### src/cfvp_pkg.sv
`timescale 1ns / 1ps
// ----------------------------------------------------------------------------
// cfvp_pkg
// shared widths, types and helpers for the friction velocity projection
// ----------------------------------------------------------------------------
package cfvp_pkg;

    localparam int VEL_W   = 32;
    localparam int NRM_W   = 16;
    localparam int MU_W    = 16;
    localparam int PROD_W  = 48;
    localparam int DOT_W   = 50;
    localparam int AD_W    = 48;
    localparam int PP_W    = 64;
    localparam int P_W     = 34;
    localparam int VT_W    = 36;
    localparam int MAG_W   = 34;
    localparam int SH_W    = 31;
    localparam int SQ_W    = 62;
    localparam int RAD_W   = 64;
    localparam int ROOT_W  = 32;
    localparam int REM_W   = 34;
    localparam int SQ_N    = 32;
    localparam int LEN_W   = 35;
    localparam int VT24_W  = 43;
    localparam int FRIC_W  = 51;
    localparam int DV_N    = 20;
    localparam int Q_W     = DV_N + 1;
    localparam int FRAC_K  = 20;
    localparam int KP_W    = MAG_W + Q_W;
    localparam int M_W     = KP_W - FRAC_K;
    localparam int SFT_W   = 2;
    localparam int CASE_W  = 2;

    typedef enum logic [CASE_W-1:0] {
        CC_SEPARATE = 2'd0,
        CC_STICK    = 2'd1,
        CC_SLIDE    = 2'd2
    } t_case;

    typedef struct packed {
        logic                        sep;
        logic                        stick;
        logic [2:0][VEL_W-1:0]       vel;
        logic [2:0]                  vt_neg;
        logic [2:0][MAG_W-1:0]       vt_mag;
        logic [1:0][SFT_W-1:0]       sft;
    } t_side;

    // signed saturation of a sign and magnitude to 32 bits
    function automatic logic [VEL_W-1:0] f_sat(input logic neg, input logic [M_W-1:0] m);
        logic [VEL_W-1:0] res;
        if (!neg) begin
            if (m[M_W-1:VEL_W-1] != '0) begin
                res = {1'b0, {(VEL_W-1){1'b1}}};
            end else begin
                res = m[VEL_W-1:0];
            end
        end else begin
            if ((m[M_W-1:VEL_W] != '0) || (m[VEL_W-1] && (m[VEL_W-2:0] != '0))) begin
                res = {1'b1, {(VEL_W-1){1'b0}}};
            end else begin
                res = (~m[VEL_W-1:0]) + 1'b1;
            end
        end
        return res;
    endfunction

endpackage

### src/cfvp_div_cell.sv
`timescale 1ns / 1ps
// ----------------------------------------------------------------------------
// cfvp_div_cell
// one quotient bit of a restoring fraction divider, registered
// ----------------------------------------------------------------------------
module cfvp_div_cell
    import cfvp_pkg::*;
(
    input  logic              i_clk,
    input  logic              i_en,
    input  logic [VT24_W-1:0] i_rem,
    input  logic [VT24_W-1:0] i_den,
    input  logic [Q_W-1:0]    i_q,
    output logic [VT24_W-1:0] o_rem,
    output logic [VT24_W-1:0] o_den,
    output logic [Q_W-1:0]    o_q
);

    logic [VT24_W:0]   w_acc;
    logic [VT24_W:0]   w_diff;
    logic              w_ge;
    logic [VT24_W-1:0] n_rem;
    logic [Q_W-1:0]    n_q;
    logic [VT24_W-1:0] r_rem;
    logic [VT24_W-1:0] r_den;
    logic [Q_W-1:0]    r_q;

    always_comb begin
        w_acc  = {i_rem, 1'b0};
        w_diff = w_acc - {1'b0, i_den};
        w_ge   = (w_acc >= {1'b0, i_den});
        n_rem  = w_ge ? w_diff[VT24_W-1:0] : w_acc[VT24_W-1:0];
        n_q    = {i_q[Q_W-2:0], w_ge};
    end

    always_ff @(posedge i_clk) begin
        if (i_en) begin
            r_rem <= n_rem;
            r_den <= i_den;
            r_q   <= n_q;
        end
    end

    assign o_rem = r_rem;
    assign o_den = r_den;
    assign o_q   = r_q;

endmodule

### config.mk
export PLATFORM = sky130hd
export DESIGN_NAME = cfvp_div_cell
export DESIGN_NICKNAME = d
export VERILOG_FILES = /design/src/cfvp_pkg.sv /design/src/cfvp_div_cell.sv
export SDC_FILE = /design/constraint.sdc
export NUM_CORES = 1
export LEC_CHECK = 0
export BUFFER_PORTS_ARGS = -buffer_cell sky130_fd_sc_hd__buf_2
export CAP_MARGIN = 0
export CORE_ASPECT_RATIO = 0.8
export CORE_UTILIZATION = 36
export CTS_BUF_LIST = sky130_fd_sc_hd__clkbuf_16
export CTS_CLUSTER_DIAMETER = 120
export DETAILED_ROUTE_END_ITERATION = 8
export GPL_ROUTABILITY_DRIVEN = 0
export HOLD_SLACK_MARGIN = 0.15
export MAX_ROUTING_LAYER = met4
export PLACE_DENSITY_LB_ADDON = 0.2
export SLEW_MARGIN = 10
export SYNTH_ARGS = -nofsm -noshare
export SYNTH_HDL_FRONTEND = slang
export SYNTH_SLANG_ARGS = --single-unit
### constraint.sdc
create_clock -name i_clk -period 3.85 [get_ports i_clk]
set_input_delay 0.5775 -clock i_clk [delete_from_list [all_inputs] [get_ports i_clk]]
set_output_delay 0.5775 -clock i_clk [all_outputs]
set_load 0.01 [all_outputs]
==> results <==
- The die boundary height is 119.9 µm.
- The wire length of the first global-routing pass is 24210 µm.
- The die is 149.4 µm wide.
- The storage element area is around 0.0032 mm².
- Buffers inserted to repair hold after CTS numbered 0.
- The number of buffers on the longest clock path is 2.
- The leakage power summed over all cells is 0.003450 µW.
- IR analysis of the VDD net gives a maximum drop of 0.2009 mV.
- For this run, the number of Yosys warnings is 0.
- The worst stage delay on the critical path is 490 ps.
- The clock-pin slew on the worst setup and hold paths is 80 ps.
- For this run, the register share of the synthesized area comes to 0.5137.
- STA puts the critical path data required time at between 3000 and 4000 ps.
- The cell count after synthesis is between 500 and 600.
- The number of placed I/O pins is 216.
- In the final layout, the multi-input gates occupy 0.002680 mm².
- The number of clock sinks is 107.
- For the worst setup path, the data arrival time is 3330 ps.
- The area of the core is 0.01676 mm².
- The share of synthesized area in the top cell type comes to 0.5137.
- The HPWL after detailed placement is 12170 µm.
- The number of buffers added on ports is 214.
- The standard-cell row count is 42.
- By area the synthesized netlist is led by sky130_fd_sc_hd__edfxtp_1 (51%), sky130_fd_sc_hd__ha_1 (8.6%), sky130_fd_sc_hd__a21oi_1 (3.8%).
- The final period utilization is 0.8361.
- STA classifies the critical path endpoint as a register.
- Dividing total power by cell area gives a power density of 410.3 mW/mm².
- The count of nets left with antenna violations once routing finished came out at 0.
- The global route total overflow is 0.
- The type of element launching the critical path is an input port.
- The flow ran to the end, and the final reports show no timing, DRC or antenna violations.
- Summed over all layers, the routed wires come to 15310 µm.
- Counting flops with an async set or reset pin after synthesis yields a share of 0.
- TritonCTS built the clock tree.
- The relative max-transition margin is 0.5837.
- Entering global routing, the biggest net connects 62 pins.
- The cell depth of the worst hold path is 1.
- When the netlist entered floorplanning its net count stood at 723.
- In this run, distinct cell masters in the synthesized netlist total 59.
- Setup repair after global routing left no endpoint under its margin.
- Of all cell types, the one taking the most synthesized area is sky130_fd_sc_hd__edfxtp_1.
- The post-CTS resize count is 0.
- The number of global-route vias before repair was 4837.
- The area overhead of the layout relative to synthesis is 24.90%.
- The number of search-and-repair iterations in the first detailed-routing pass is 4.
- In the final layout, the share of cells above drive strength 1 is 0.3329.
- Synthesis inferred approximately 110 register bits.
- In the routed design, unresolved DRC markers number 0.
- In the synthesized netlist the dominant register cell turns out to be sky130_fd_sc_hd__edfxtp_1.
- In the layout the commonest cells are sky130_fd_sc_hd__buf_2 (213), sky130_fd_sc_hd__edfxtp_1 (107), sky130_fd_sc_hd__nand2_1 (63).
- The maximum clock frequency is 310.6 MHz.
- Summing every instance area after synthesis gives 0.006255 mm².
- The final period demand of the worst path is 3219 ps.
- The kind of critical path is in -> reg.
- The highest-delay cell along the critical path is sky130_fd_sc_hd__o41ai_2.
- The master cell of the clock root buffer is sky130_fd_sc_hd__clkbuf_16.
- The initial antenna violation count is 1.
- The number of DRC markers after the initial detailed-route iteration is between 200 and 300.
- The all-layer global routing usage is 0.1808.
- The number of enable flip-flop cells after synthesis is about 110.
- Setup violations remaining at the end of the flow were counted as 0.
- In this run, CTS created clock tree buffers numbering 9.
- The type of the most critical hold path is in -> reg.
- The number of nets in the final layout is 935.
- The via total after detailed routing is 4968.
- In the final timing run, aggregate negative setup slack is 0 ps.
- The number of maximum-capacitance violations is 0.
- The fill cell instance count of the final layout is 1620.
- The final critical-path setup slack is 630.9 ps.
- The commonest non-fill, non-tap cell in the layout is sky130_fd_sc_hd__buf_2.
- The count of buffers added by post-CTS timing repair for setup is 0.
- The number of failing hold endpoints at the final stage is 0.
- The die covers 0.01791 mm².
- For the pin with the worst max-slew slack, the measured transition is 624.4 ps.
- CTS built an H-tree with a depth of 3.
- The post-placement worst setup slack is 224.6 ps.
- The mean instance size in the synthesized netlist is 10.97 µm².
- The critical path goes through buf_2 -> inv_1 -> ha_1 -> nand3_1 -> a21oi_1 -> o21ai_1 -> a311oi_2 -> a21oi_1 -> o21ai_1 -> nor2_1 -> o41ai_2.
- The starting density of the core is 0.3731.
- The routed wire length per instance is 15.19 µm.
- The final max-slew violation count was 0.
- Of all nets on the critical path, the largest fanout is 5.
- After detailed routing, the number of vias per cell comes to 4.929.
-- cells in the mapped netlist (2+ instances only) --
cell type / n
sky130_fd_sc_hd__nor2_1: 19
sky130_fd_sc_hd__and4_4: 2
sky130_fd_sc_hd__o21ai_2: 8
sky130_fd_sc_hd__xor2_1: 19
sky130_fd_sc_hd__o211ai_1: 4
sky130_fd_sc_hd__inv_1: 56
sky130_fd_sc_hd__buf_4: 4
sky130_fd_sc_hd__o21bai_1: 11
sky130_fd_sc_hd__a31oi_1: 3
sky130_fd_sc_hd__buf_2: 4
sky130_fd_sc_hd__o21a_1: 4
sky130_fd_sc_hd__nand4_1: 9
sky130_fd_sc_hd__mux2_1: 2
sky130_fd_sc_hd__nand2b_1: 2
sky130_fd_sc_hd__o31ai_1: 3
sky130_fd_sc_hd__o21ai_0: 22
sky130_fd_sc_hd__clkbuf_2: 3
sky130_fd_sc_hd__and3_1: 2
sky130_fd_sc_hd__nor2b_1: 2
sky130_fd_sc_hd__edfxtp_1: 107
sky130_fd_sc_hd__ha_1: 43
sky130_fd_sc_hd__nor3_1: 5
sky130_fd_sc_hd__a21oi_1: 48
sky130_fd_sc_hd__o21ai_1: 33
sky130_fd_sc_hd__a211oi_1: 6
sky130_fd_sc_hd__buf_6: 6
sky130_fd_sc_hd__a21oi_2: 3
sky130_fd_sc_hd__xnor2_1: 20
sky130_fd_sc_hd__nand2_1: 63
sky130_fd_sc_hd__a2111oi_2: 2
sky130_fd_sc_hd__nand3_1: 14
sky130_fd_sc_hd__a21o_1: 14
-- where the power goes --
| group | internal, µW | switching, µW |
|---|---|---|
| Sequential | 1440 | 28.1 |
| Clock | 453 | 455 |
| Combinational | 343 | 486 |
| Total | 2240 | 969 |
-- layout make-up --
type / instances / share of cell area
diodes: 1 / 0.0003203
clock buffers: 9 / 0.02883
clock inverters: 7 / 0.008008
inverters: 56 / 0.02691
multi-input cells: 388 / 0.3430
flip-flops and latches: 107 / 0.4113
well taps: 220 / 0.03523
repair buffers: 220 / 0.1464
-- cell families (layout without fill, tap and decap cells) --
group	count (synthesis)	count (layout)	synth area share
buf+inv	75	292	0.05781
mux	2	2	0.003600
other cells	0	1	0
xor+xnor	39	39	0.05461
compound gates	178	178	0.1888
flops	107	107	0.5137
fa+ha+maj	44	44	0.08922
simple gates	125	125	0.09222
-- state kept, by name, indices dropped and copies added, names as in the netlist --
register,count
o_rem,43
o_q,21
o_den,43
-- critical path, delay by kind of cell --
family	cells	cell delay [ps]
AOI/OAI and AO/OA	6	1970
buffers and inverters	2	130
adders and majority gates	1	360
and+or+nand+nor	2	290
-- metrics by stage --
step	util	instances	hold slack (ps)	instance area (µm²)	total power [µW]
floorplan	-	570	676.4	6255	2020
CTS	0.4659	1007	368.2	7810	3250
detailed placement	0.4487	991	755.6	7522	2328
global route	0.4660	1008	360.1	7812	3379
global placement	0.4487	991	754.2	7522	2312
finish	0.4660	1008	386.0	7812	3206
-- path summary, 6_finish.rpt --
kind                 start         to  slack (ps)
setup / recovery  i_den[3]  o_rem[35]         630
hold / removal     i_q[17]    o_q[18]         390
-- metal layers --
metal / GRT usage / vias to the layer above / share of wire
met1: 0.2483 / 2277 / 0.48
met4: 0.06059 / 0 / 0.016
met5: - / - / 0
met3: 0.03992 / 16 / 0.061
met2: 0.2627 / 167 / 0.44
li1: - / 2508 / -
Note: power is estimated with default switching activity, not from simulation.
