**src/cfvp_pkg.sv**
```systemverilog
`timescale 1ns / 1ps
// ----------------------------------------------------------------------------
// cfvp_pkg
// shared widths, types and helpers for the friction velocity projection
// ----------------------------------------------------------------------------
package cfvp_pkg;

    localparam int VEL_W   = 32;
    localparam int NRM_W   = 16;
    localparam int MU_W    = 16;
    localparam int PROD_W  = 48;
    localparam int DOT_W   = 50;
    localparam int AD_W    = 48;
    localparam int PP_W    = 64;
    localparam int P_W     = 34;
    localparam int VT_W    = 36;
    localparam int MAG_W   = 34;
    localparam int SH_W    = 31;
    localparam int SQ_W    = 62;
    localparam int RAD_W   = 64;
    localparam int ROOT_W  = 32;
    localparam int REM_W   = 34;
    localparam int SQ_N    = 32;
    localparam int LEN_W   = 35;
    localparam int VT24_W  = 43;
    localparam int FRIC_W  = 51;
    localparam int DV_N    = 20;
    localparam int Q_W     = DV_N + 1;
    localparam int FRAC_K  = 20;
    localparam int KP_W    = MAG_W + Q_W;
    localparam int M_W     = KP_W - FRAC_K;
    localparam int SFT_W   = 2;
    localparam int CASE_W  = 2;

    typedef enum logic [CASE_W-1:0] {
        CC_SEPARATE = 2'd0,
        CC_STICK    = 2'd1,
        CC_SLIDE    = 2'd2
    } t_case;

    typedef struct packed {
        logic                        sep;
        logic                        stick;
        logic [2:0][VEL_W-1:0]       vel;
        logic [2:0]                  vt_neg;
        logic [2:0][MAG_W-1:0]       vt_mag;
        logic [1:0][SFT_W-1:0]       sft;
    } t_side;

    // signed saturation of a sign and magnitude to 32 bits
    function automatic logic [VEL_W-1:0] f_sat(input logic neg, input logic [M_W-1:0] m);
        logic [VEL_W-1:0] res;
        if (!neg) begin
            if (m[M_W-1:VEL_W-1] != '0) begin
                res = {1'b0, {(VEL_W-1){1'b1}}};
            end else begin
                res = m[VEL_W-1:0];
            end
        end else begin
            if ((m[M_W-1:VEL_W] != '0) || (m[VEL_W-1] && (m[VEL_W-2:0] != '0))) begin
                res = {1'b1, {(VEL_W-1){1'b0}}};
            end else begin
                res = (~m[VEL_W-1:0]) + 1'b1;
            end
        end
        return res;
    endfunction

endpackage

```
**src/cfvp_sqrt_cell.sv**
```systemverilog
`timescale 1ns / 1ps
// ----------------------------------------------------------------------------
// cfvp_sqrt_cell
// one digit step of a restoring integer square root, registered
// ----------------------------------------------------------------------------
module cfvp_sqrt_cell
    import cfvp_pkg::*;
(
    input  logic              i_clk,
    input  logic              i_en,
    input  logic [REM_W-1:0]  i_rem,
    input  logic [ROOT_W-1:0] i_root,
    input  logic [RAD_W-1:0]  i_rad,
    output logic [REM_W-1:0]  o_rem,
    output logic [ROOT_W-1:0] o_root,
    output logic [RAD_W-1:0]  o_rad
);

    logic [REM_W+1:0]  w_acc;
    logic [REM_W+1:0]  w_trial;
    logic [REM_W+1:0]  w_diff;
    logic              w_ge;
    logic [REM_W-1:0]  n_rem;
    logic [ROOT_W-1:0] n_root;
    logic [RAD_W-1:0]  n_rad;
    logic [REM_W-1:0]  r_rem;
    logic [ROOT_W-1:0] r_root;
    logic [RAD_W-1:0]  r_rad;

    always_comb begin
        w_acc   = {i_rem, i_rad[RAD_W-1 -: 2]};
        w_trial = {{(REM_W-ROOT_W){1'b0}}, i_root, 2'b01};
        w_diff  = w_acc - w_trial;
        w_ge    = (w_acc >= w_trial);
        n_rem   = w_ge ? w_diff[REM_W-1:0] : w_acc[REM_W-1:0];
        n_root  = {i_root[ROOT_W-2:0], w_ge};
        n_rad   = {i_rad[RAD_W-3:0], 2'b00};
    end

    always_ff @(posedge i_clk) begin
        if (i_en) begin
            r_rem  <= n_rem;
            r_root <= n_root;
            r_rad  <= n_rad;
        end
    end

    assign o_rem  = r_rem;
    assign o_root = r_root;
    assign o_rad  = r_rad;

endmodule

```
**config.mk**
```make
export PLATFORM = sky130hd
export DESIGN_NAME = cfvp_sqrt_cell
export DESIGN_NICKNAME = d
export VERILOG_FILES = /design/src/cfvp_pkg.sv /design/src/cfvp_sqrt_cell.sv
export SDC_FILE = /design/constraint.sdc
export NUM_CORES = 1
export LEC_CHECK = 0
export BUFFER_PORTS_ARGS = -buffer_cell sky130_fd_sc_hd__buf_2
export CAP_MARGIN = 10
export CORE_UTILIZATION = 44
export DETAILED_ROUTE_END_ITERATION = 10
export GPL_TIMING_DRIVEN = 0
export HOLD_SLACK_MARGIN = 0.03
export PLACE_DENSITY_LB_ADDON = 0.25
export SYNTH_ARGS = -nofsm -noshare
export SYNTH_HDL_FRONTEND = slang
export SYNTH_SLANG_ARGS = --single-unit
```
**constraint.sdc**
```tcl
create_clock -name i_clk -period 2.3 [get_ports i_clk]
set_input_delay 0.115 -clock i_clk [delete_from_list [all_inputs] [get_ports i_clk]]
set_output_delay 0.115 -clock i_clk [all_outputs]
set_load 0.02 [all_outputs]
```
==> results of run 1 <==
[state kept, by name, indices dropped and copies added, names as in the netlist]
signal,flops
o_rem,34
o_rad,62
o_root,32
[worst max-delay path: stages]
cell                        delay, ps
sky130_fd_sc_hd__buf_2            130
sky130_fd_sc_hd__ha_4             270
sky130_fd_sc_hd__a21o_1           200
sky130_fd_sc_hd__a31o_1           230
sky130_fd_sc_hd__a211oi_4         320
sky130_fd_sc_hd__buf_4            180
sky130_fd_sc_hd__a2111oi_4         60
sky130_fd_sc_hd__buf_4            170
sky130_fd_sc_hd__o41ai_4          340
sky130_fd_sc_hd__buf_4            190
sky130_fd_sc_hd__xor2_1           130
sky130_fd_sc_hd__o21ai_0           80
[timing repair]
item | 4_1_cts | 5_1_grt
pin swaps | 1 | 8
endpoints found under the hold margin | 121 | 0
setup endpoints to repair | 34 | 34
buffers inserted | 1 | 5
hold buffers | 121 | 0
resized for setup | 2 | 32
[power by group through the flow]
stage / clock [mW] / sequential (mW) / combinational (mW)
global route: 3.03 / 2.93 / 1.80
detailed placement: 0 / 2.96 / 1.43
global placement: 0 / 2.96 / 1.40
CTS: 2.94 / 2.91 / 1.61
floorplan: 0 / 3.28 / 0.575
finish: 2.89 / 2.91 / 1.68
[final cells by class]
cell class              instances  area (µm²)
flip-flops and latches        128        3840
well taps                     180         225
fillers                       983        4040
repair buffers                387        2590
inverters                      43         163
plain buffers                  13         106
multi-input cells             321        2340
clock buffers                  18         429
clock inverters                14         206
[worst paths after layout]
kind / from / to / slack, ps / cells past startpoint
min: i_rem[17] / o_rem[19] / 50 / 3
max: i_rem[9] / o_rem[25] / 50 / 12
[per-stage QoR]
step / util (%) / hold WS [ps] / std cells / power [mW]
floorplan: - / 214 / 508 / 3.85
finish: 71.0 / 49.1 / 1104 / 7.48
detailed placement: 56.6 / 293 / 948 / 4.39
global placement: 56.4 / 292 / 947 / 4.36
global route: 71.0 / 53.9 / 1104 / 7.77
CTS: 70.0 / 34.3 / 1102 / 7.46
[kinds of logic (layout without fill, tap and decap cells)]
group                      count (synthesis)  after routing  synth area share [%]
adders and majority gates                 34             34                  6.74
other                                      1              2                0.0594
and+or+nand+nor                          120            120                  8.88
AOI/OAI and AO/OA                        133            133                  14.8
buffers and inverters                     59            475                  4.08
DFF                                      128            128                  60.9
xor gates and xnor gates                  27             27                  3.74
muxes                                      5              5                 0.872
[synth_stat cells, types with 3 or more instances]
library cell                 n
sky130_fd_sc_hd__o31ai_1     4
sky130_fd_sc_hd__clkbuf_1    4
sky130_fd_sc_hd__a21oi_1    28
sky130_fd_sc_hd__a21o_1     19
sky130_fd_sc_hd__o41ai_2     3
sky130_fd_sc_hd__mux2i_1     4
sky130_fd_sc_hd__o21ai_1     4
sky130_fd_sc_hd__o21ai_0    41
sky130_fd_sc_hd__nor2_1     18
sky130_fd_sc_hd__inv_1      42
sky130_fd_sc_hd__buf_2       6
sky130_fd_sc_hd__nand3_1     6
sky130_fd_sc_hd__nor3_1     10
sky130_fd_sc_hd__edfxtp_1  128
sky130_fd_sc_hd__and3_2      3
sky130_fd_sc_hd__a31oi_1     4
sky130_fd_sc_hd__xor2_1     13
sky130_fd_sc_hd__o21a_1      3
sky130_fd_sc_hd__nand2b_1    5
sky130_fd_sc_hd__ha_1       34
sky130_fd_sc_hd__nand2_1    58
sky130_fd_sc_hd__xnor2_1    14
sky130_fd_sc_hd__and2_1      3
sky130_fd_sc_hd__nand4_1     6
[routing by layer]
layer  global-route usage [%]  up-vias  share of wire (%)
li1                         -     2693                  -
met1                     27.7     2650                 39
met2                     43.9      240                 51
met3                     5.57       37                7.3
met4                     11.8        0                2.6
met5                        0        -                  0
==> results summary, run 1 <==
The flow ran to the end, and the final reports show no timing, DRC or antenna violations. The number of global-route vias before repair is 5502. Prior to clock tree synthesis, the placed netlist has a worst setup slack of -577 ps.

The relative contribution of sequential cells to total power came out at 39.0%. In the synthesized netlist the async set-or-reset flop fraction comes to 0%. Global routing used between 20 and 25% of the available tracks. The final wirelength came out at approximately 18 mm. The static leakage is 4.38 nW. Once detailed placement completed, the half-perimeter wirelength came to 12.2 mm. The total count of max-transition violations in the final report came out at 0. The total congestion overflow came out at 0. For this run, the leading register cell type out of synthesis is sky130_fd_sc_hd__edfxtp_1. The clock network is responsible for between 30% and 40% of the overall power. TritonCTS built the clock tree. The internal portion of the total power is around 5.4 mW. The clock transition time at the flip-flop clock pins of the worst setup and hold paths is approximately 60 ps.

During placement, the flow inserted port buffers numbering 259. For this run, the number of Yosys warnings is 0. The synthesized cell area came out at about 6300 µm².

The iteration count of the initial detailed-routing pass is 5. The starting DRC count in detailed routing is roughly 440. The final non-filler cell area is about 10000 µm². After synthesis, the cell types taking the most area are sky130_fd_sc_hd__edfxtp_1 61%, sky130_fd_sc_hd__ha_1 6.7%, sky130_fd_sc_hd__nand2_1 3.4%, sky130_fd_sc_hd__o21ai_0 3.2%, sky130_fd_sc_hd__inv_1 2.5%. The number of nets with antenna violations after routing is 0.

The synthesized design spends more area on one cell type than any other, namely sky130_fd_sc_hd__edfxtp_1. The tightest min-delay check is of the in -> reg type. The CTS H-tree depth is 4. In this run the deepest clock path goes through 2 buffers. The cell at the root of the clock tree is sky130_fd_sc_hd__clkbuf_16. The library cells used most frequently in the layout, excluding fill and tap cells, are 259 x sky130_fd_sc_hd__buf_2, 128 x sky130_fd_sc_hd__edfxtp_1, 121 x sky130_fd_sc_hd__dlygate4sd3_1.

The detailed-route DRC error count came out at 0. The total area inside the core boundary comes to around 14000 µm². The floorplan die area is 14800 µm². Setup repair after global routing could not meet its margin everywhere. The number of rows in the core area is 43. The part of the total power dissipated in combinational logic is 22.4%. The worst setup path category is in -> reg. The detailed-route wire length per cell is 16.7 µm.

The post-synthesis average cell area is 12.5 µm². The initial core utilization came out at 45.3%. The distinct cell type count after synthesis came out at between 60 and 70. The count of flip-flops with a built-in enable after synthesis came out at 128. The clock sink count came out at 128.

The register bit count reported by yosys is around 130. Across all layers, the routed design uses 5620 vias. The kind of end point of the critical path is a flip-flop.

The final net count came out at 1077. The sequential element share of the synthesized area is approximately three fifths. The power density over cell area came out at 755 nW/µm². The detail-routed via count per cell came out at approximately 5.1. Based on the critical path, the design can be clocked at up to 444 MHz. The clock buffer count from CTS came out at 17. Measured along the y axis, the die boundary spans 122 µm. The arrival time of data at the critical path endpoint came out at 2420 ps. The diode insertion count for antenna repair is 0.

The maximum net fanout on the critical path came out at 7. VDD sags by at most approximately 0.38 mV. The boundary pin count came out at 262. Of the total power, the share spent switching nets is 27.8%. The number of violations of the max-capacitance limit came out at 0. The data required time at the worst endpoint came out at 2460 ps. The ratio of final minimum period to clock period is 98.0%. The top cell type's share of synthesized area came out at 60.9%. The power dissipated by switching net loads is 2.08 mW. The worst setup path is launched from a primary input. Synthesis produced a netlist whose cell count is 507. The final sum of negative setup slack is 0 ps.

The first-pass GRT wire length came out at 27.5 mm. The worst path setup slack after routing is 46.3 ps. The proportion of layout cells with a drive suffix above 1 is 37.3%. The die boundary width is about 120 µm. The initial antenna violation count came out at 0. The total of endpoints with negative setup slack in the final report came out at 0. The routability congestion estimate came out at 0.896. The pin count of the biggest net entering global routing came out at 90. The post-layout minimum cycle time is 2250 ps. The standard cell area after detailed placement is roughly 7900 µm². The post-synthesis to final-layout area growth is 56.8%. The final number of hold-violating endpoints is 0.

The library cell used most frequently in the layout, excluding fill and tap cells, is sky130_fd_sc_hd__buf_2.
Note: power is estimated with default switching activity, not from simulation.
==> run 2: changes to the inputs <==
--- a/config.mk
+++ b/config.mk
@@ -11,7 +11,7 @@
 export DETAILED_ROUTE_END_ITERATION = 10
 export GPL_TIMING_DRIVEN = 0
 export HOLD_SLACK_MARGIN = 0.03
-export PLACE_DENSITY_LB_ADDON = 0.25
+export PLACE_DENSITY = 0.74
 export SYNTH_ARGS = -nofsm -noshare
 export SYNTH_HDL_FRONTEND = slang
 export SYNTH_SLANG_ARGS = --single-unit
==> run 2 against run 1 <==
Compared with the run above: sequential power barely moved; worst hold slack better by 12 ps; worst setup slack improved by 23 ps; utilization decreased by 0.063 points; critical path depth is the same; via count is 1.0% higher; combinational power barely moved; largest cell class unchanged; largest power group unchanged.
==> results summary, run 2 (synthesized netlist as in run 1, its figures left out) <==
The net switching fraction of the power came out at 29.2% (was 27.8%). The clock transition time at the flip-flop clock pins of the worst setup and hold paths is 60 ps (about the same). The type of the most critical hold path is in -> reg (unchanged).

The standard cell area after detailed placement came to 7890 µm² (unchanged). The power density over cell area is 740 nW/µm² (was 755 nW/µm²). The iteration count of the initial detailed-routing pass came out at 4 (was 5). The detail-routed via count per cell is 5.14 (was 5.09). The total congestion overflow came to 0 (unchanged). The clock buffer count from CTS came out at 17 (unchanged).

The part of the total power dissipated in combinational logic is 23.3% (was 22.4%). The proportion of layout cells with a drive suffix above 1 is 37.4% (was 37.3%). The post-synthesis to final-layout area growth came out at 56.6% (was 56.8%). The highest ir drop seen on vdd came to 0.421 mV (was 0.378 mV). The number of violations of the max-capacitance limit is 0 (unchanged). The first-pass GRT wire length came out at 29.3 mm (was 27.5 mm). The clock sink count is 128 (unchanged). The total design power came to 7.32 mW (was 7.48 mW).

The detailed-route DRC error count came out at 0 (unchanged). The global-route usage over all layers is 26.4% (was 24.7%). The clock group share of total power came out at 36.7% (was 38.6%). The final sum of negative setup slack is 0 ps (unchanged). The diode insertion count for antenna repair was 0 (unchanged).

The routability congestion estimate came out at 0.863 (was 0.896). The number of buffers inserted by port buffering was 259 (unchanged). The CTS H-tree depth came out at 4 (unchanged). The flip-flop count of the largest register, all copies and words added is 62 (unchanged). The maximum root-to-sink buffer count came out at 2 (unchanged).

Run status: complete, no violations (unchanged). The height of the die was 122 µm (unchanged). The starting DRC count in detailed routing was 395 (was 441). The core occupancy in the finished layout came to 71.0% (about the same). The core area was 13900 µm² (unchanged).

The total count of max-transition violations in the final report came to 0 (unchanged). The die boundary width is 122 µm (unchanged). Commonest cells after routing, fill and taps aside: 259 x sky130_fd_sc_hd__buf_2, 128 x sky130_fd_sc_hd__edfxtp_1, 123 x sky130_fd_sc_hd__dlygate4sd3_1 (was 259 x sky130_fd_sc_hd__buf_2, 128 x sky130_fd_sc_hd__edfxtp_1, 121 x sky130_fd_sc_hd__dlygate4sd3_1). The startpoint kind of the worst setup timing path is a primary input (unchanged). Unrepaired setup endpoints after global routing: true (unchanged).

The relative contribution of sequential cells to total power is 39.9% (was 39.0%). The final wirelength came out at 20.1 mm (was 18.4 mm). The number of rows in the core area came out at 43 (unchanged). The final number of hold-violating endpoints is 0 (unchanged).

The arrival time of data at the critical path endpoint is 2400 ps (was 2420 ps). The initial antenna violation count came out at 0 (unchanged). The final-layout fill cell count came out at 953 (was 983). The final net count was 1078 (was 1077).

The boundary pin count came out at 262 (unchanged). The total of endpoints with negative setup slack in the final report is 0 (unchanged). The initial core utilization is 45.3% (unchanged). The most common cell after layout, fill and taps aside was sky130_fd_sc_hd__buf_2 (unchanged). The detailed-route wire length per cell came out at 18.2 µm (was 16.7 µm). The worst setup path category is in -> reg (unchanged). The cell at the root of the clock tree is sky130_fd_sc_hd__clkbuf_16 (unchanged). The worst-case hold slack came out at 61.3 ps (was 49.1 ps). The number of global-route vias before repair came out at 5736 (was 5502). The static leakage came to 4.36 nW (was 4.38 nW). The number of nets with antenna violations after routing is 0 (unchanged).

The estimated wirelength of the detail-placed design is 12.9 mm (was 12.2 mm). The TritonCTS clock tree was done (unchanged). The kind of end point of the critical path is a flip-flop (unchanged). The power dissipated by switching net loads is 2.14 mW (was 2.08 mW). The floorplan die area is 14800 µm² (unchanged). The ratio of final minimum period to clock period came out at 97.0% (was 98.0%).

The cell-internal power came out at 5.18 mW (was 5.39 mW). The maximum clock frequency is 448 MHz (was 444 MHz). The pin count of the biggest net entering global routing is 80 (was 90).

The final non-filler cell area is 9890 µm² (was 9900 µm²). The total via count in the routed design was 5678 (was 5620). The maximum net fanout on the critical path came to 7 (unchanged). The data required time at the worst endpoint is 2470 ps (was 2460 ps). The post-layout minimum cycle time is 2230 ps (was 2250 ps).
## run 2: repair_timing
action                                  4_1_cts  5_1_grt
endpoints found under the setup margin       34       34
setup buffers                                 2        3
hold buffers                                123        0
resized for setup                             8       22
hold endpoints to repair                    123        0
pin swaps                                     3       10
## run 2: stage by stage
step / setup WS, ps / cells
after floorplan: -34.9 / 508
after global placement: -576 / 947
after detailed placement: -609 / 948
after CTS: 9.47 / 1105
after global routing: -22.9 / 1105
final: 69.2 / 1105
## run 2: per-layer routing
layer,global-route usage [%],up-vias,share of wire (%)
met4,11.3,0,2.8
met1,29.2,2699,38
li1,-,2691,-
met3,7.16,40,7.0
met5,0,-,0
met2,47.4,248,52
## run 2: layout make-up
cell class / count / area [µm²] / area share [%]
flip-flops and latches: 128 / 3840 / 38.9
repair buffers: 388 / 2600 / 26.3
multi-input cells: 321 / 2370 / 24.0
clock buffers: 18 / 429 / 4.34
well taps: 180 / 225 / 2.28
inverters: 43 / 163 / 1.64
clock inverters: 14 / 159 / 1.61
plain buffers: 13 / 98.8 / 0.999
## run 2: final timing paths
| kind | from | endpoint | slack, ps | cells past startpoint |
|---|---|---|---|---|
| min | i_rem[9] | o_rem[11] | 60 | 3 |
| max | i_root[9] | o_rem[27] | 70 | 12 |
## run 2: worst max-delay path, cell delays in order
cell and delay [ps]:
sky130_fd_sc_hd__buf_2 110, sky130_fd_sc_hd__inv_1 50, sky130_fd_sc_hd__ha_2 310, sky130_fd_sc_hd__a21o_1 200
sky130_fd_sc_hd__a31o_1 220, sky130_fd_sc_hd__a211oi_4 260, sky130_fd_sc_hd__buf_4 160, sky130_fd_sc_hd__o211ai_4 110
sky130_fd_sc_hd__a21bo_4 270, sky130_fd_sc_hd__mux2i_1 180, sky130_fd_sc_hd__o221ai_1 140, sky130_fd_sc_hd__mux2_4 270
## run 2: power by group through the flow
| stage | Combinational, mW | Sequential (mW) | Clock, mW |
|---|---|---|---|
| 3_5_place_dp | 1.45 | 2.96 | 0 |
| 6_report | 1.71 | 2.92 | 2.69 |
| 5_1_grt | 1.83 | 2.94 | 2.81 |
| 2_1_floorplan | 0.575 | 3.28 | 0 |
| 3_3_place_gp | 1.41 | 2.96 | 0 |
| 4_1_cts | 1.64 | 2.92 | 2.71 |
==> run 3: changes to the inputs <==
--- a/config.mk
+++ b/config.mk
@@ -7,11 +7,12 @@
 export LEC_CHECK = 0
 export BUFFER_PORTS_ARGS = -buffer_cell sky130_fd_sc_hd__buf_2
 export CAP_MARGIN = 10
-export CORE_UTILIZATION = 44
+export CORE_UTILIZATION = 49
+export CTS_CLUSTER_SIZE = 14
 export DETAILED_ROUTE_END_ITERATION = 10
 export GPL_TIMING_DRIVEN = 0
 export HOLD_SLACK_MARGIN = 0.03
-export PLACE_DENSITY = 0.74
+export PLACE_DENSITY = 0.78
 export SYNTH_ARGS = -nofsm -noshare
 export SYNTH_HDL_FRONTEND = slang
 export SYNTH_SLANG_ARGS = --single-unit
==> constraint.sdc (replaced) <==
create_clock -name i_clk -period 2.5 [get_ports i_clk]
set_input_delay 0.125 -clock i_clk [delete_from_list [all_inputs] [get_ports i_clk]]
set_output_delay 0.125 -clock i_clk [all_outputs]
set_load 0.02 [all_outputs]
==> run 3 against run 2 <==
Compared with the run above: die area fell by 10%; routed wire length rose by 5.3%; combinational power fell by 9.9%; first-iteration DRC count rose by 16%; sequential power fell by 7.5%; worst hold slack got worse by 13 ps; sequential share of layout area rose by 0.78 points; sequential cell count did not move; worst setup slack improved by 59 ps; clock power fell by 10%; global-route usage rose by 5.2 points.
==> results summary, run 3 (synthesized netlist as in run 1, its figures left out) <==
The TritonCTS clock tree is done (unchanged). The arrival time of data at the critical path endpoint is 2520 ps (was 2400 ps). The pre-CTS worst setup slack came to -353 ps (was -609 ps). The final non-filler cell total came to 1094 (was 1105). Run status: complete, no violations (unchanged).

The CTS H-tree depth came out at 4 (unchanged). The floorplan die area came out at 13300 µm² (was 14800 µm²). The highest routed metal layer is met4 (unchanged). The detailed-route wire length on metal 1 is 7.89 mm (was 7.73 mm). The proportion of layout cells with a drive suffix above 1 is 35.4% (was 37.4%). The startpoint kind of the worst setup timing path is a primary input (unchanged). The detailed-route DRC error count came out at 0 (unchanged). The iteration count of the initial detailed-routing pass came to 5 (was 4). The initial core utilization was 50.2% (was 45.3%). The starting DRC count in detailed routing is 460 (was 395). The kind of end point of the critical path was a flip-flop (unchanged). The worst path setup slack after routing was 128 ps (was 69.2 ps).

The worst-case headroom to the max-slew limit is 52.9%. Timing would allow up to 422 MHz. The most common cell after layout, fill and taps aside is sky130_fd_sc_hd__buf_2 (unchanged). The number of nets with antenna violations after routing came out at 0 (unchanged). Commonest cells after routing, fill and taps aside: 262 x sky130_fd_sc_hd__buf_2, 128 x sky130_fd_sc_hd__edfxtp_1, 123 x sky130_fd_sc_hd__dlygate4sd3_1 (was 259 x sky130_fd_sc_hd__buf_2, 128 x sky130_fd_sc_hd__edfxtp_1, 123 x sky130_fd_sc_hd__dlygate4sd3_1). The type of the most critical hold path was in -> reg (unchanged). The clock buffer count from CTS is 17 (unchanged). The ratio of final minimum period to clock period came out at 94.9%. The total of endpoints with negative setup slack in the final report is 0 (unchanged). The global-route usage over all layers is 31.7% (was 26.4%).

The estimated wirelength of the detail-placed design is 12.2 mm (was 12.9 mm). The maximum root-to-sink buffer count is 2 (unchanged). The final number of hold-violating endpoints is 0 (unchanged). The number of violations of the max-capacitance limit is 0 (unchanged). The cell at the root of the clock tree is sky130_fd_sc_hd__clkbuf_16 (unchanged).

The clock transition time at the flip-flop clock pins of the worst setup and hold paths came out at 60 ps (about the same). The total via count in the routed design came out at 5850 (was 5678). The number of buffers inserted by port buffering came to 259 (unchanged).

The routed length on met2 came out at 10.5 mm (was 10.4 mm). The number of rows in the core area came to 41 (was 43). The met3 layer wire length in the routed design came to 1.74 mm (was 1.40 mm). The height of the die is 116 µm (was 122 µm). The static leakage is 4.32 nW (was 4.36 nW). The core occupancy in the finished layout came out at 77.1% (was 71.0%).

The highest ir drop seen on vdd came out at 0.369 mV (was 0.421 mV). The final non-filler cell area came out at 9700 µm² (was 9890 µm²). The total congestion overflow came out at 0 (unchanged).

The clock sink count is 128 (unchanged). The final wirelength was 21.1 mm (was 20.1 mm). The final net count is 1075 (was 1078). The data required time at the worst endpoint is 2650 ps (was 2470 ps). The boundary pin count is 262 (unchanged). The initial antenna violation count came to 1 (was 0). The final-layout fill cell count came to 737 (was 953). Unrepaired setup endpoints after global routing: false (was true).

The worst setup path category is in -> reg (unchanged). The routability congestion estimate came to 0.863 (about the same). At the pin with the least slew margin, the transition time is 706 ps. The total count of max-transition violations in the final report came out at 0 (unchanged). The number of cells after detailed placement was 940 (was 948). The first-pass GRT wire length came out at 31.1 mm (was 29.3 mm). The die boundary width came out at 116 µm (was 122 µm). The maximum net fanout on the critical path was 10 (was 7).

The post-layout minimum cycle time is 2370 ps. The power density over cell area is 687 nW/µm² (was 740 nW/µm²). The pin count of the biggest net entering global routing is 80 (unchanged). The core area is 12600 µm² (was 13900 µm²). The detailed-route wire length per cell is 19.3 µm (was 18.2 µm).

The post-synthesis to final-layout area growth came out at 53.5% (was 56.6%). The standard cell area after detailed placement is 7860 µm² (was 7890 µm²). The flip-flop count of the largest register, all copies and words added is 62 (unchanged). The detail-routed via count per cell came to 5.35 (was 5.14). The number of global-route vias before repair is 5855 (was 5736).
==> run 3: critical path: stages <==
cell and delay, ps:
sky130_fd_sc_hd__buf_2 110, sky130_fd_sc_hd__ha_1 370, sky130_fd_sc_hd__a21o_1 250, sky130_fd_sc_hd__a221oi_1 310, sky130_fd_sc_hd__o31a_1 230, sky130_fd_sc_hd__o221ai_1 170
sky130_fd_sc_hd__a211oi_1 230, sky130_fd_sc_hd__o21a_1 170, sky130_fd_sc_hd__buf_6 140, sky130_fd_sc_hd__clkbuf_2 240, sky130_fd_sc_hd__o21ai_0 160
==> run 3: routing by layer <==
metal	track usage (%)	up-vias
met2	55.2	297
met5	0	-
met4	17.8	0
li1	-	2687
met1	34.2	2803
met3	9.78	63
==> run 3: path summary, 6_finish.rpt <==
path | start | end | slack [ps] | cells past startpoint
max | i_rem[15] | o_rem[17] | 130 | 11
min | i_rad[62] | o_rem[0] | 50 | 2
==> run 3: what timing repair did <==
action | in CTS | in global routing
resized for setup | 0 | 6
hold endpoints to repair | 123 | 0
buffers inserted | 0 | 2
hold buffers | 123 | 0
setup endpoints to repair | 0 | 34
==> run 3: cell type report <==
class                   count  area, µm²  area share, %
diodes                      1       2.50         0.0258
plain buffers              13       88.8          0.916
clock buffers              18        429           4.43
clock inverters            13        138           1.42
inverters                  43        163           1.68
multi-input cells         321       2240           23.1
flip-flops and latches    128       3840           39.6
well taps                 172        215           2.22
repair buffers            385       2570           26.5
==> run 3: through the flow <==
| stage | hold WS (ps) | TNS [ps] | total power [mW] |
|---|---|---|---|
| after floorplan | 224 | 0 | 3.54 |
| final | 48.4 | 0 | 6.66 |
| after global placement | 301 | -9940 | 4.01 |
| after CTS | 43.5 | 0 | 6.58 |
| after global routing | 60.1 | 0 | 6.89 |
| after detailed placement | 303 | -10360 | 4.04 |
==> run 3: power by group <==
part	leakage, nW	internal (mW)	switching, mW
registers	1.25	2.63	0.0653
logic	2.80	0.622	0.922
clock network	0.262	1.46	0.961
total	4.32	4.71	1.95
